$ cat config.mk
export PLATFORM = sky130hd
export DESIGN_NAME = text_packet_header_parser_unit
export DESIGN_NICKNAME = d
export VERILOG_FILES = /design/src/rtl/tpp_pkg.sv /design/src/rtl/tpp_in_reg.sv /design/src/rtl/tpp_step.sv /design/src/rtl/text_packet_header_parser_unit.sv
export SDC_FILE = /design/constraint.sdc
export NUM_CORES = 1
export LEC_CHECK = 0
export ABC_AREA = 1
export BUFFER_PORTS_ARGS = -buffer_cell sky130_fd_sc_hd__buf_2
export CAP_MARGIN = 20
export CORE_MARGIN = 2
export CORE_UTILIZATION = 38
export DETAILED_ROUTE_END_ITERATION = 8
export PLACE_DENSITY = 0.66
export SLEW_MARGIN = 30
export SYNTH_ARGS = -nofsm -noshare
export SYNTH_HDL_FRONTEND = slang
export SYNTH_SLANG_ARGS = --single-unit
$ cat constraint.sdc
create_clock -name clk -period 4.5 [get_ports clk]
set_input_delay 0.45 -clock clk [delete_from_list [all_inputs] [get_ports clk]]
set_output_delay 0.45 -clock clk [all_outputs]
set_load 0.05 [all_outputs]
$ cat src/rtl/tpp_pkg.sv
`timescale 1ns / 1ps
// ----------------------------------------------------------------------------
// tpp_pkg
// Shared types, phase and error codes for the text packet header parser.
// ----------------------------------------------------------------------------
package tpp_pkg;

  localparam int LEN_BITS = 16;
  localparam int ACC_W    = LEN_BITS + 1;
  localparam logic [15:0] MAX_LEN_RST = 16'hFFFF;

  // parse phases
  localparam logic [3:0] PH_PROTO_START = 4'd0;
  localparam logic [3:0] PH_PROTO       = 4'd1;
  localparam logic [3:0] PH_METHOD      = 4'd2;
  localparam logic [3:0] PH_METHOD_LF   = 4'd3;
  localparam logic [3:0] PH_NAME        = 4'd4;
  localparam logic [3:0] PH_VALUE_LEAD  = 4'd5;
  localparam logic [3:0] PH_VALUE       = 4'd6;
  localparam logic [3:0] PH_HDR_LF      = 4'd7;
  localparam logic [3:0] PH_END_LF      = 4'd8;
  localparam logic [3:0] PH_BODY        = 4'd9;

  // field kinds
  localparam logic [2:0] KIND_DELIM  = 3'd0;
  localparam logic [2:0] KIND_PROTO  = 3'd1;
  localparam logic [2:0] KIND_METHOD = 3'd2;
  localparam logic [2:0] KIND_NAME   = 3'd3;
  localparam logic [2:0] KIND_VALUE  = 3'd4;
  localparam logic [2:0] KIND_BODY   = 3'd5;

  // error codes
  localparam logic [3:0] ERR_OK           = 4'd0;
  localparam logic [3:0] ERR_PROTO_START  = 4'd1;
  localparam logic [3:0] ERR_PROTO_CHAR   = 4'd2;
  localparam logic [3:0] ERR_METHOD_START = 4'd3;
  localparam logic [3:0] ERR_METHOD_CHAR  = 4'd4;
  localparam logic [3:0] ERR_MISSING_LF   = 4'd5;
  localparam logic [3:0] ERR_NAME_START   = 4'd6;
  localparam logic [3:0] ERR_NAME_CHAR    = 4'd7;
  localparam logic [3:0] ERR_VALUE_CHAR   = 4'd8;
  localparam logic [3:0] ERR_DUP_LENGTH   = 4'd9;
  localparam logic [3:0] ERR_BAD_LENGTH   = 4'd10;
  localparam logic [3:0] ERR_TOO_LONG     = 4'd11;
  localparam logic [3:0] ERR_HALTED       = 4'd12;

  typedef struct packed {
    logic       action;
    logic [7:0] data_byte;
  } in_item_t;

  typedef struct packed {
    logic [7:0]  echo_byte;
    logic [2:0]  field_kind;
    logic        field_first;
    logic        header_done;
    logic        is_length_header;
    logic        packet_end;
    logic [15:0] body_length;
    logic [3:0]  error_code;
  } out_item_t;

  typedef struct packed {
    logic [3:0]          phase;
    logic                at_start;
    logic [3:0]          match_pos;
    logic                match_ok;
    logic [ACC_W-1:0]    acc;
    logic                digits_ok;
    logic [LEN_BITS-1:0] body_len;
    logic [LEN_BITS-1:0] body_cnt;
    logic                halted;
  } parse_state_t;

  // state at the start of a packet; halted flag left to the caller
  function automatic parse_state_t packet_init(input logic halted);
    parse_state_t s;
    s.phase     = PH_PROTO_START;
    s.at_start  = 1'b0;
    s.match_pos = 4'd0;
    s.match_ok  = 1'b1;
    s.acc       = '0;
    s.digits_ok = 1'b1;
    s.body_len  = '0;
    s.body_cnt  = '0;
    s.halted    = halted;
    return s;
  endfunction

endpackage

$ cat src/rtl/tpp_in_reg.sv
`timescale 1ns / 1ps
// ----------------------------------------------------------------------------
// tpp_in_reg
// Input register stage; takes a new item whenever it is empty or draining.
// ----------------------------------------------------------------------------
module tpp_in_reg (
  input  logic              clk,
  input  logic              rst_n,
  input  logic              in_valid,
  output logic              in_ready,
  input  tpp_pkg::in_item_t in_item,
  input  logic              adv,
  output logic              q_vld,
  output tpp_pkg::in_item_t q_item
);

  logic              vld_r;
  logic              vld_nxt;
  tpp_pkg::in_item_t item_r;
  tpp_pkg::in_item_t item_nxt;
  logic              take;

  assign in_ready = !vld_r || adv;
  assign take     = in_valid && in_ready;

  always_comb begin
    vld_nxt  = vld_r;
    item_nxt = item_r;
    if (take) begin
      vld_nxt  = 1'b1;
      item_nxt = in_item;
    end else if (adv) begin
      vld_nxt = 1'b0;
    end
  end

  always_ff @(posedge clk) begin
    if (!rst_n) begin
      vld_r <= 1'b0;
    end else begin
      vld_r <= vld_nxt;
    end
  end

  always_ff @(posedge clk) begin
    item_r <= item_nxt;
  end

  assign q_vld  = vld_r;
  assign q_item = item_r;

endmodule

$ cat src/rtl/tpp_step.sv
`timescale 1ns / 1ps
// ----------------------------------------------------------------------------
// tpp_step
// Per-byte grammar check: next parse state and the tagged result for one item.
// ----------------------------------------------------------------------------
module tpp_step (
  input  tpp_pkg::parse_state_t st,
  input  tpp_pkg::in_item_t     item,
  input  logic [15:0]           max_len,
  output tpp_pkg::parse_state_t st_nxt,
  output tpp_pkg::out_item_t    res
);

  localparam logic [7:0] CH_CR    = 8'h0D;
  localparam logic [7:0] CH_LF    = 8'h0A;
  localparam logic [7:0] CH_SP    = 8'h20;
  localparam logic [7:0] CH_COLON = 8'h3A;
  localparam logic [7:0] CH_UNDER = 8'h5F;
  localparam logic [7:0] CH_DASH  = 8'h2D;
  localparam logic [7:0] CH_TILDE = 8'h7E;
  localparam logic [3:0] KEY_LEN  = 4'd14;
  localparam logic [tpp_pkg::ACC_W-1:0] ACC_LIMIT =
    {1'b1, {tpp_pkg::LEN_BITS{1'b0}}};
  localparam int MUL_W = tpp_pkg::ACC_W + 4;

  // "content-length", lower case
  function automatic logic [7:0] key_char(input logic [3:0] pos);
    logic [7:0] k;
    unique case (pos)
      4'd0:    k = 8'h63;
      4'd1:    k = 8'h6F;
      4'd2:    k = 8'h6E;
      4'd3:    k = 8'h74;
      4'd4:    k = 8'h65;
      4'd5:    k = 8'h6E;
      4'd6:    k = 8'h74;
      4'd7:    k = 8'h2D;
      4'd8:    k = 8'h6C;
      4'd9:    k = 8'h65;
      4'd10:   k = 8'h6E;
      4'd11:   k = 8'h67;
      4'd12:   k = 8'h74;
      4'd13:   k = 8'h68;
      default: k = 8'h00;
    endcase
    return k;
  endfunction

  logic [7:0] c;
  logic       is_upper, is_lower, is_digit, is_alpha, is_ident, is_print;
  logic [7:0] c_low;
  logic [3:0] m_pos;       // match position used for this byte
  logic       m_ok;
  logic       m_ok_nxt;
  logic [3:0] m_pos_nxt;
  logic [MUL_W-1:0] acc_mul;
  logic [tpp_pkg::ACC_W-1:0] acc_dig;
  logic [tpp_pkg::LEN_BITS-1:0] cnt_inc;
  logic [3:0] err;
  logic       pend;
  tpp_pkg::parse_state_t nx;

  assign c        = item.data_byte;
  assign is_upper = (c >= 8'h41) && (c <= 8'h5A);
  assign is_lower = (c >= 8'h61) && (c <= 8'h7A);
  assign is_digit = (c >= 8'h30) && (c <= 8'h39);
  assign is_alpha = is_upper || is_lower;
  assign is_ident = is_upper || is_digit || (c == CH_UNDER);
  assign is_print = (c >= CH_SP) && (c < CH_TILDE);
  assign c_low    = is_upper ? (c | 8'h20) : c;

  // a name start restarts the key compare at position 0
  assign m_pos = st.at_start ? 4'd0 : st.match_pos;
  assign m_ok  = st.at_start ? 1'b1 : st.match_ok;
  assign m_ok_nxt  = m_ok && (m_pos < KEY_LEN) && (c_low == key_char(m_pos));
  assign m_pos_nxt = (m_pos < 4'd15) ? m_pos + 4'd1 : m_pos;

  // acc * 10 + digit, saturated at 2^LEN_BITS
  assign acc_mul = ({4'b0, st.acc} << 3) + ({4'b0, st.acc} << 1)
                 + {{(MUL_W-4){1'b0}}, c[3:0]};
  assign acc_dig = (acc_mul > {4'b0, ACC_LIMIT}) ? ACC_LIMIT
                                                  : acc_mul[tpp_pkg::ACC_W-1:0];

  assign cnt_inc = st.body_cnt + {{(tpp_pkg::LEN_BITS-1){1'b0}}, 1'b1};

  always_comb begin
    nx   = st;
    res  = '0;
    err  = tpp_pkg::ERR_OK;
    pend = 1'b0;
    res.echo_byte   = c;
    res.body_length = st.body_len;
    if (item.action) begin
      nx  = tpp_pkg::packet_init(1'b0);
      res = '0;
    end else if (st.halted) begin
      res.error_code = tpp_pkg::ERR_HALTED;
    end else begin
      unique case (st.phase)
        tpp_pkg::PH_PROTO: begin
          if (is_ident) begin
            res.field_kind = tpp_pkg::KIND_PROTO;
          end else if (c == CH_SP) begin
            nx.phase    = tpp_pkg::PH_METHOD;
            nx.at_start = 1'b1;
          end else begin
            res.field_kind = tpp_pkg::KIND_PROTO;
            err            = tpp_pkg::ERR_PROTO_CHAR;
          end
        end
        tpp_pkg::PH_METHOD: begin
          if (st.at_start) begin
            res.field_kind = tpp_pkg::KIND_METHOD;
            if (is_upper) begin
              res.field_first = 1'b1;
              nx.at_start     = 1'b0;
            end else begin
              err = tpp_pkg::ERR_METHOD_START;
            end
          end else if (is_ident) begin
            res.field_kind = tpp_pkg::KIND_METHOD;
          end else if (c == CH_CR) begin
            nx.phase = tpp_pkg::PH_METHOD_LF;
          end else begin
            res.field_kind = tpp_pkg::KIND_METHOD;
            err            = tpp_pkg::ERR_METHOD_CHAR;
          end
        end
        tpp_pkg::PH_METHOD_LF, tpp_pkg::PH_HDR_LF: begin
          if (c == CH_LF) begin
            nx.phase    = tpp_pkg::PH_NAME;
            nx.at_start = 1'b1;
          end else begin
            err = tpp_pkg::ERR_MISSING_LF;
          end
        end
        tpp_pkg::PH_NAME: begin
          if (st.at_start) begin
            if (is_alpha) begin
              res.field_kind  = tpp_pkg::KIND_NAME;
              res.field_first = 1'b1;
              nx.at_start     = 1'b0;
              nx.match_pos    = m_pos_nxt;
              nx.match_ok     = m_ok_nxt;
            end else if (c == CH_CR) begin
              nx.at_start = 1'b0;
              nx.phase    = tpp_pkg::PH_END_LF;
            end else begin
              res.field_kind = tpp_pkg::KIND_NAME;
              err            = tpp_pkg::ERR_NAME_START;
            end
          end else if (is_alpha || is_digit || (c == CH_UNDER) || (c == CH_DASH)) begin
            res.field_kind = tpp_pkg::KIND_NAME;
            nx.match_pos   = m_pos_nxt;
            nx.match_ok    = m_ok_nxt;
          end else if (c == CH_COLON) begin
            nx.match_ok  = st.match_ok && (st.match_pos == KEY_LEN);
            nx.acc       = '0;
            nx.digits_ok = 1'b1;
            nx.phase     = tpp_pkg::PH_VALUE_LEAD;
          end else begin
            res.field_kind = tpp_pkg::KIND_NAME;
            err            = tpp_pkg::ERR_NAME_CHAR;
          end
        end
        tpp_pkg::PH_VALUE_LEAD, tpp_pkg::PH_VALUE: begin
          if ((st.phase == tpp_pkg::PH_VALUE_LEAD) && (c == CH_SP)) begin
            // leading space, skipped
          end else if (is_print) begin
            res.field_kind  = tpp_pkg::KIND_VALUE;
            res.field_first = (st.phase == tpp_pkg::PH_VALUE_LEAD);
            nx.phase        = tpp_pkg::PH_VALUE;
            if (st.match_ok) begin
              if (is_digit) begin
                nx.acc = acc_dig;
              end else begin
                nx.digits_ok = 1'b0;
              end
            end
          end else if (c == CH_CR) begin
            if (st.match_ok) begin
              priority if (st.body_len != '0) begin
                err = tpp_pkg::ERR_DUP_LENGTH;
              end else if (!st.digits_ok || (st.acc == '0)) begin
                err = tpp_pkg::ERR_BAD_LENGTH;
              end else if (st.acc > {1'b0, max_len}) begin
                err = tpp_pkg::ERR_TOO_LONG;
              end else begin
                nx.body_len          = st.acc[tpp_pkg::LEN_BITS-1:0];
                res.is_length_header = 1'b1;
              end
            end
            if (err == tpp_pkg::ERR_OK) begin
              res.header_done = 1'b1;
              nx.phase        = tpp_pkg::PH_HDR_LF;
            end
          end else begin
            res.field_kind = tpp_pkg::KIND_VALUE;
            err            = tpp_pkg::ERR_VALUE_CHAR;
          end
        end
        tpp_pkg::PH_END_LF: begin
          if (c != CH_LF) begin
            err = tpp_pkg::ERR_MISSING_LF;
          end else if (st.body_len == '0) begin
            pend = 1'b1;
          end else begin
            nx.body_cnt = '0;
            nx.phase    = tpp_pkg::PH_BODY;
          end
        end
        tpp_pkg::PH_BODY: begin
          res.field_kind  = tpp_pkg::KIND_BODY;
          res.field_first = (st.body_cnt == '0);
          nx.body_cnt     = cnt_inc;
          pend            = (cnt_inc >= st.body_len);
        end
        default: begin
          // protocol start; unused phase codes behave the same
          res.field_kind = tpp_pkg::KIND_PROTO;
          if (is_upper) begin
            res.field_first = 1'b1;
            nx.phase        = tpp_pkg::PH_PROTO;
          end else begin
            err = tpp_pkg::ERR_PROTO_START;
          end
        end
      endcase

      res.error_code = err;
      if (err != tpp_pkg::ERR_OK) begin
        // no partial update survives an error
        nx                   = st;
        nx.halted            = 1'b1;
        res.header_done      = 1'b0;
        res.is_length_header = 1'b0;
        res.body_length      = st.body_len;
      end else if (pend) begin
        res.packet_end  = 1'b1;
        res.body_length = st.body_len;
        nx              = tpp_pkg::packet_init(1'b0);
      end else begin
        res.body_length = nx.body_len;
      end
    end
  end

  assign st_nxt = nx;

endmodule

$ cat src/rtl/text_packet_header_parser_unit.sv
`timescale 1ns / 1ps
// ----------------------------------------------------------------------------
// text_packet_header_parser_unit
// Byte-wise packet grammar checker: tags each byte with field and error code.
// ----------------------------------------------------------------------------
//  channel | ports                              | moves
//  --------+------------------------------------+-------------------------------
//  input   | in_valid, in_ready, in_item        | one byte or restart per item
//  result  | out_valid, out_ready, out_item     | one tagged byte per item
//  config  | cfg_we, cfg_wdata                  | max_body_length, no read-back
//
//  One item per cycle while the result port is not stalled; an accepted item
//  passes the input register, one parse step and the result register.
//  The parse state updates in the single cycle the item leaves the input register.
//  Reset clears packet state and halt flag and sets max_body_length to 65535.
//  A stalled result holds the parse step; the input register keeps taking items
//  as long as its item moves on in the same cycle.
// ----------------------------------------------------------------------------
module text_packet_header_parser_unit (
  input  logic                clk,
  input  logic                rst_n,
  input  logic                in_valid,
  output logic                in_ready,
  input  tpp_pkg::in_item_t   in_item,
  output logic                out_valid,
  input  logic                out_ready,
  output tpp_pkg::out_item_t  out_item,
  input  logic                cfg_we,
  input  logic [15:0]         cfg_wdata
);

  logic                  in_vld;
  tpp_pkg::in_item_t     in_q;
  logic                  adv;
  tpp_pkg::parse_state_t st_r;
  tpp_pkg::parse_state_t st_nxt;
  tpp_pkg::parse_state_t step_st;
  tpp_pkg::out_item_t    res;
  logic [15:0]           max_len_r;
  logic [15:0]           max_len_nxt;
  logic                  out_vld_r;
  logic                  out_vld_nxt;
  tpp_pkg::out_item_t    out_item_r;
  tpp_pkg::out_item_t    out_item_nxt;

  assign adv = in_vld && (!out_vld_r || out_ready);

  tpp_in_reg u_in_reg (
    .clk      (clk),
    .rst_n    (rst_n),
    .in_valid (in_valid),
    .in_ready (in_ready),
    .in_item  (in_item),
    .adv      (adv),
    .q_vld    (in_vld),
    .q_item   (in_q)
  );

  tpp_step u_step (
    .st      (st_r),
    .item    (in_q),
    .max_len (max_len_r),
    .st_nxt  (step_st),
    .res     (res)
  );

  always_comb begin
    st_nxt       = adv ? step_st : st_r;
    max_len_nxt  = cfg_we ? cfg_wdata : max_len_r;
    out_item_nxt = adv ? res : out_item_r;
    out_vld_nxt  = out_vld_r;
    if (adv) begin
      out_vld_nxt = 1'b1;
    end else if (out_ready) begin
      out_vld_nxt = 1'b0;
    end
  end

  always_ff @(posedge clk) begin
    if (!rst_n) begin
      st_r      <= tpp_pkg::packet_init(1'b0);
      max_len_r <= tpp_pkg::MAX_LEN_RST;
      out_vld_r <= 1'b0;
    end else begin
      st_r      <= st_nxt;
      max_len_r <= max_len_nxt;
      out_vld_r <= out_vld_nxt;
    end
  end

  always_ff @(posedge clk) begin
    out_item_r <= out_item_nxt;
  end

  assign out_valid = out_vld_r;
  assign out_item  = out_item_r;

`ifndef ASSERT_OFF
  a_restart_clears: assert property (@(posedge clk) disable iff (!rst_n)
    adv && in_q.action |=> !st_r.halted && (st_r.phase == tpp_pkg::PH_PROTO_START))
    else $error("restart item did not clear the parse state");

  a_error_halts: assert property (@(posedge clk) disable iff (!rst_n)
    adv && !in_q.action && (res.error_code != tpp_pkg::ERR_OK) |=> st_r.halted)
    else $error("error item did not halt the parser");

  a_halt_holds: assert property (@(posedge clk) disable iff (!rst_n)
    st_r.halted && !(adv && in_q.action) |=>
      st_r.halted && $stable(st_r.phase) && $stable(st_r.body_len))
    else $error("parse state moved while halted");

  a_body_count: assert property (@(posedge clk) disable iff (!rst_n)
    st_r.phase == tpp_pkg::PH_BODY |-> st_r.body_cnt < st_r.body_len)
    else $error("body count reached length without packet end");

  a_packet_end: assert property (@(posedge clk) disable iff (!rst_n)
    adv && res.packet_end |=>
      (st_r.body_len == '0) && (st_r.phase == tpp_pkg::PH_PROTO_START))
    else $error("packet end did not start a new packet");
`endif

endmodule

After elaboration in Yosys (flattened, before gate mapping)
Memory sizes are Yosys's and may differ from the RTL's.
Index checks and enable logic that the tools add are counted.

word-level totals
  register bits after elaboration = 123
  memory bits (read-only) = 112
  output and inout bits = 37
  memories kept = 1

cells by class
  $add $sub $neg = 4
  order comparisons = 13
  equal/unequal tests = 44
  muxes and demuxes = 128
  bitwise gates (word level) = 3
  reduce and logical (&&, ||, !) cells = 53

memory list
  name              words  width  read ports  clocked after memory_dff  wr ports  line            source
  (name not given)  16     7      1           0                         0         tpp_step.sv:29  unique case (pos)

operators with widths
  kind                                                             number
  two-way mux 61 bit                                               4
  two-way mux 16 bit                                               12
  two-way mux 4 bit                                                39
  two-way mux 18 bit                                               4
  one-hot mux 4 bit (7 select lines)                               2
  two-way mux 3 bit                                                13
  one-hot mux 18 bit (2 select lines)                              1
  two-way mux 5 bit                                                7
  two-way mux 17 bit                                               2
  two-way mux 34 bit                                               1
  zero test 16 bit                                                 2
  one-hot mux 16 bit (2 select lines)                              1
  two-way mux 1 bit                                                28
  != test 4 bit, second input constant                             7
  equality test 8 x 6 -> 1 bit, second input constant              3
  != test 4 x 2 -> 1 bit, second input constant                    6
  AND reduction 11 bit                                             2
  adder 20 x 18 -> 21 bit                                          1
  adder 21 x 4 -> 21 bit                                           1
  greater-than comparator 21 x 17 -> 1 bit, second input constant  1
  AND reduction 20 bit                                             1
  two-way mux 19 bit                                               1
  one-hot mux 3 bit (6 select lines)                               1
  AND reduction 6 bit                                              3
  other kinds (51)                                                 102

Depth between registers and ports, before layout
  depth in word-level cells = 21
  mapped depth = 27
  gate-level depth less buffers = 26

By module
A second synthesis with hierarchy kept.

second synthesis, totals
  cells, all modules = 1752
  area, all modules = 10677.7 um^2

by module, submodules not included
  module                          times used  cells each  area each (um^2)  sequential area each (um^2)
  tpp_step                        1           1230        6037.0            0.0
  text_packet_header_parser_unit  1           506         4319.1            2612.5
  tpp_in_reg                      1           16          321.6             290.3

Least setup slack after synthesis
No wires, ideal clock.

  path kind = register -> register
  start = reg st_r[3] (netlist name)
  end = reg st_r[48] (netlist name)
  arrival = 3.438 ns
  slack = 0.942 ns
  stages on the path, launching flop included = 28
  clock period less this slack = 3.558 ns
  path through = dfxtp_1 > nand2_1 > nor2_1 > nand3_1 > nor2_1 > inv_1 > nor3_1 > nand2_1 > nor2_1 > nand4_1 > xor2_1 > inv_1 > ha_1 > a21oi_1 > o21ai_0 > a21oi_1 > nand3_1 > nand2_1 > nand2_1 > nor2_1 > nand3_1 > o21ai_0 > inv_1 > nand3b_4 > buf_2 > nand2_1 > nand2_1 > a21oi_1

on the way
  word-level cells in the longest chain between the ends = 9

RTL lines
  what                                  line                                  source
  start: declaration                    text_packet_header_parser_unit.sv:35  tpp_pkg::parse_state_t st_r;
  start signal: assignment              text_packet_header_parser_unit.sv:81  st_r <= tpp_pkg::packet_init(1'b0);
  start signal: assignment              text_packet_header_parser_unit.sv:85  st_r <= st_nxt;
  adder 16 x 1 -> 16 bit *              tpp_step.sv:84                        assign cnt_inc = st.body_cnt + {{(tpp_pkg::LEN_BITS-1){1'b0}}, 1'b1};
  greater-or-equal comparator 16 bit *  tpp_step.sv:216                       pend = (cnt_inc >= st.body_len);
  one-hot mux 1 bit (2 select lines) *  tpp_step.sv:99                        unique case (st.phase)
  two-way mux 1 bit *                   tpp_step.sv:96                        end else if (st.halted) begin
  two-way mux 1 bit *                   tpp_step.sv:93                        if (item.action) begin
  two-way mux 61 bit                    tpp_step.sv:238                       end else if (pend) begin
  two-way mux 61 bit                    tpp_step.sv:231                       if (err != tpp_pkg::ERR_OK) begin
  two-way mux 61 bit                    tpp_step.sv:96
  two-way mux 61 bit                    tpp_step.sv:93

Every way passes the cells marked *; elsewhere a longest branch is shown, timed or not. The select of a mux whose other input is x is not followed.
A chain may end at the register's enable or synchronous reset.

Worst setup path in the final report
  start = reg st_r[3] (netlist name)
  end = reg st_r[34] (netlist name)

Same word-level chain as after synthesis.

==> results.json <==
{
  "outcome": "finished, final reports clean",
  "worstPathCellList": "nand2_1, nor2_1, nand3_1, nor2_1, inv_1, nor3_1, nand2_1, nor2_1, nand2_1, o21ai_0, ha_1, a21oi_1, o21ai_0, a21oi_1, nand3_1, nand2_1, nand2_1, inv_1, nand3_4, inv_2, buf_12, nand4_1, a21oi_1",
  "leakagePower_nw": 4.90,
  "critPathArrivalTime_ns": 4.38,
  "ir_drop_mv": 0.226,
  "synth_area_um2": 8820,
  "multi_input_area_um2": 5030,
  "setup_tns_ns": 0,
  "grt.total_usage": 0.197,
  "synth_seq_cells": 123,
  "routedWlPerCell_um": 14.6,
  "rows": 55,
  "top_usage_layer": "met2",
  "cts_tree": "built",
  "fin_crit_sh": 0.896,
  "cts_buffers": 17,
  "rsz0062_at_grt": "false",
  "crit_path_frequent_cell": "nand2_1",
  "grt_use_met3": 0.0324,
  "synthFlopType": "dfxtp_1",
  "max-cap-violations": 0,
  "max_freq_mhz": 248,
  "place_area_um2": 9430,
  "worst_pin_slew_ns": 0.672,
  "fin_nets": 1420,
  "cp-end-kind": "flip-flop",
  "stdcell_area_um2": 10000,
  "internal_power_mw": 2.25,
  "io_buffers": 66,
  "synth.top_cell.area_share": 0.179,
  "p_switching_mw": 1.01,
  "syn_inst": 1253,
  "synth-edff-count": 44,
  "vias_per_cell": 5.20,
  "grt_pass1_vias": 7822,
  "crit_path_top_delay_cell": "dfxtp_1",
  "hold_viol_final": 0,
  "met1_usage": 0.266,
  "ys_types": 52,
  "nFillCells": 2321,
  "maxSlewHeadroom": 0.551,
  "synthTopCellsByArea": "dfxtp_1 18%, edfxtp_1 15%, nand2_1 12%",
  "dieArea_um2": 24500,
  "gp_congestion": 0.979,
  "finalMaxSlewViolations": 0,
  "die_h_um": 156,
  "drive_gt1_frac": 0.123,
  "wirelength_um": 23500,
  "dr.pass1.iters": 5,
  "synthArstFlopShare": 0,
  "vias": 8385,
  "area_growth_pct": 13.8,
  "critical_path_class": "flip-flop to flip-flop",
  "cts_hold_buf": 0,
  "gr-total-overflow": 0,
  "clock-skew-final_ns": 0.0129,
  "synth_area_leader_cell": "dfxtp_1",
  "yosysMostFrequentCell": "nand2_1",
  "drtIter0Drc": 663,
  "grt_pass1_wl_um": 38700,
  "cpPeakStageDelay_ns": 0.40,
  "required_ns": 4.85,
  "syn_area_per_cell_um2": 7.04,
  "path_max_fanout": 20,
  "hpwl_um": 18400,
  "ant_nets": 0,
  "synth_warnings": 0,
  "io_pins": 67,
  "seqPwrFrac": 0.385,
  "grt_max_degree": 37,
  "clk_latency_ns": 0.43,
  "powerDensity_nw_per_um2": 324,
  "clk_pin_slew_ns": 0.06,
  "synthTopCellsByCount": "279 x nand2_1, 187 x inv_1, 133 x nor2_1",
  "hold_path_class": "primary input to flip-flop",
  "start_kind": "flip-flop",
  "clockBufferDepth": 2,
  "post-place-ws_ns": 0.372,
  "setup_slack_ns": 0.467,
  "initial_utilization": 0.389,
  "remaining_drc_errors": 0,
  "grt_use_met2": 0.317,
  "core_area_um2": 22700,
  "cts_sinks": 123,
  "antenna_found_initial": 0,
  "fin_crit_ns": 4.03,
  "setup_viol": 0,
  "syn_nets": 1358,
  "cts_max_level": 4,
  "final_util": 0.442,
  "cts-root-buf": "clkbuf_16",
  "die_w_um": 156,
  "regArea_um2": 2900,
  "seq_area_frac_synth": 0.329,
  "p_comb_frac": 0.190,
  "p_clk_frac": 0.425,
  "switching_share": 0.309
}
[cell type report]
class | count | share of cell area
multi-input combinational | 896 | 0.500
sequential | 123 | 0.289
inverter | 204 | 0.0767
clock buffer | 19 | 0.0452
timing repair buffer | 73 | 0.0394
tap | 285 | 0.0355
clock inverter | 13 | 0.0137
antenna | 1 | 0.000249
[timing repair]
item / 4_1_cts / 5_1_grt
endpoints found under the setup margin: 0 / 25
setup buffers: 0 / 0
gates resized for setup: 0 / 6
endpoints found under the hold margin: 0 / 0
[layer usage]
metal  part of all wire  vias to the layer above
li1                   -                     4278
met1               0.47                     3817
met2               0.45                      253
met4              0.024                        0
met5                  0                        -
met3              0.051                       37
[final timing paths]
kind	from	endpoint	slack (ns)	cells after the start
worst max-delay path	st_r[3]	st_r[34]	0.47	23
worst min-delay path	in_item[4]	u_in_reg.q_item[4]	0.20	1
worst max register to register	st_r[3]	st_r[34]	0.47	23
worst min register to register	st_r[33]	st_r[33]	0.45	2
[worst max-delay path, delay by kind of cell (launching register included)]
family	cells	cell delay (ns)
and+or+nand+nor	13	1.73
DFF	1	0.40
adders and majority gates	1	0.31
AOI/OAI and AO/OA	5	0.79
buffers and inverters	4	0.72
[kinds of logic after synthesis]
kind of cell | Yosys count | synth area share
AND/OR/NAND/NOR | 583 | 0.299
buffers and inverters | 234 | 0.103
AO/OA/AOI/OAI | 218 | 0.142
flip-flops | 123 | 0.329
adder cells (fa/ha/maj) | 75 | 0.108
XOR/XNOR | 20 | 0.0198
[state kept, by name, summed over array words and instances (netlist names)]
register,cells
u_in_reg.q_item,9
out_valid,1
u_in_reg.q_vld,1
st_r,61
out_item,35
max_len_r,16
[through the flow]
step | total power, mW | hold slack (ns) | cells
final | 3.25 | 0.200 | 1614
after global routing | 3.40 | 0.185 | 1613
after CTS | 3.26 | 0.188 | 1613
after detailed placement | 1.89 | 0.440 | 1581
after global placement | 1.88 | 0.438 | 1581
after floorplan | 1.73 | 0.422 | 1253
[layout by cell type (no fill, tap or decap), types with 4 or more instances in the layout]
cell type	instances
edfxtp_1	44
a21oi_2	9
nor4_1	4
o21ai_0	63
buf_2	66
o22ai_1	18
nor2_2	4
dfxtp_1	79
inv_2	12
o21bai_1	4
ha_1	73
a31oi_1	5
nand3_1	67
buf_4	6
nand3b_1	4
nor2_1	132
a21oi_1	89
nor3_1	11
nor3_2	4
nand2_2	14
o31ai_1	18
inv_1	187
clkbuf_16	18
nor3b_1	4
xor2_1	17
clkinv_1	4
nand2_1	279
nand4_1	45
[power by group through the flow]
stage               registers (mW)  logic [mW]  clock network (mW)
CTS                           1.25       0.613                1.39
global route                  1.26       0.692                1.44
detailed placement            1.28       0.611                   0
finish                        1.25       0.618                1.38
floorplan                     1.31       0.419                   0
global placement              1.28       0.604                   0
(Power assumes the default switching activity.)
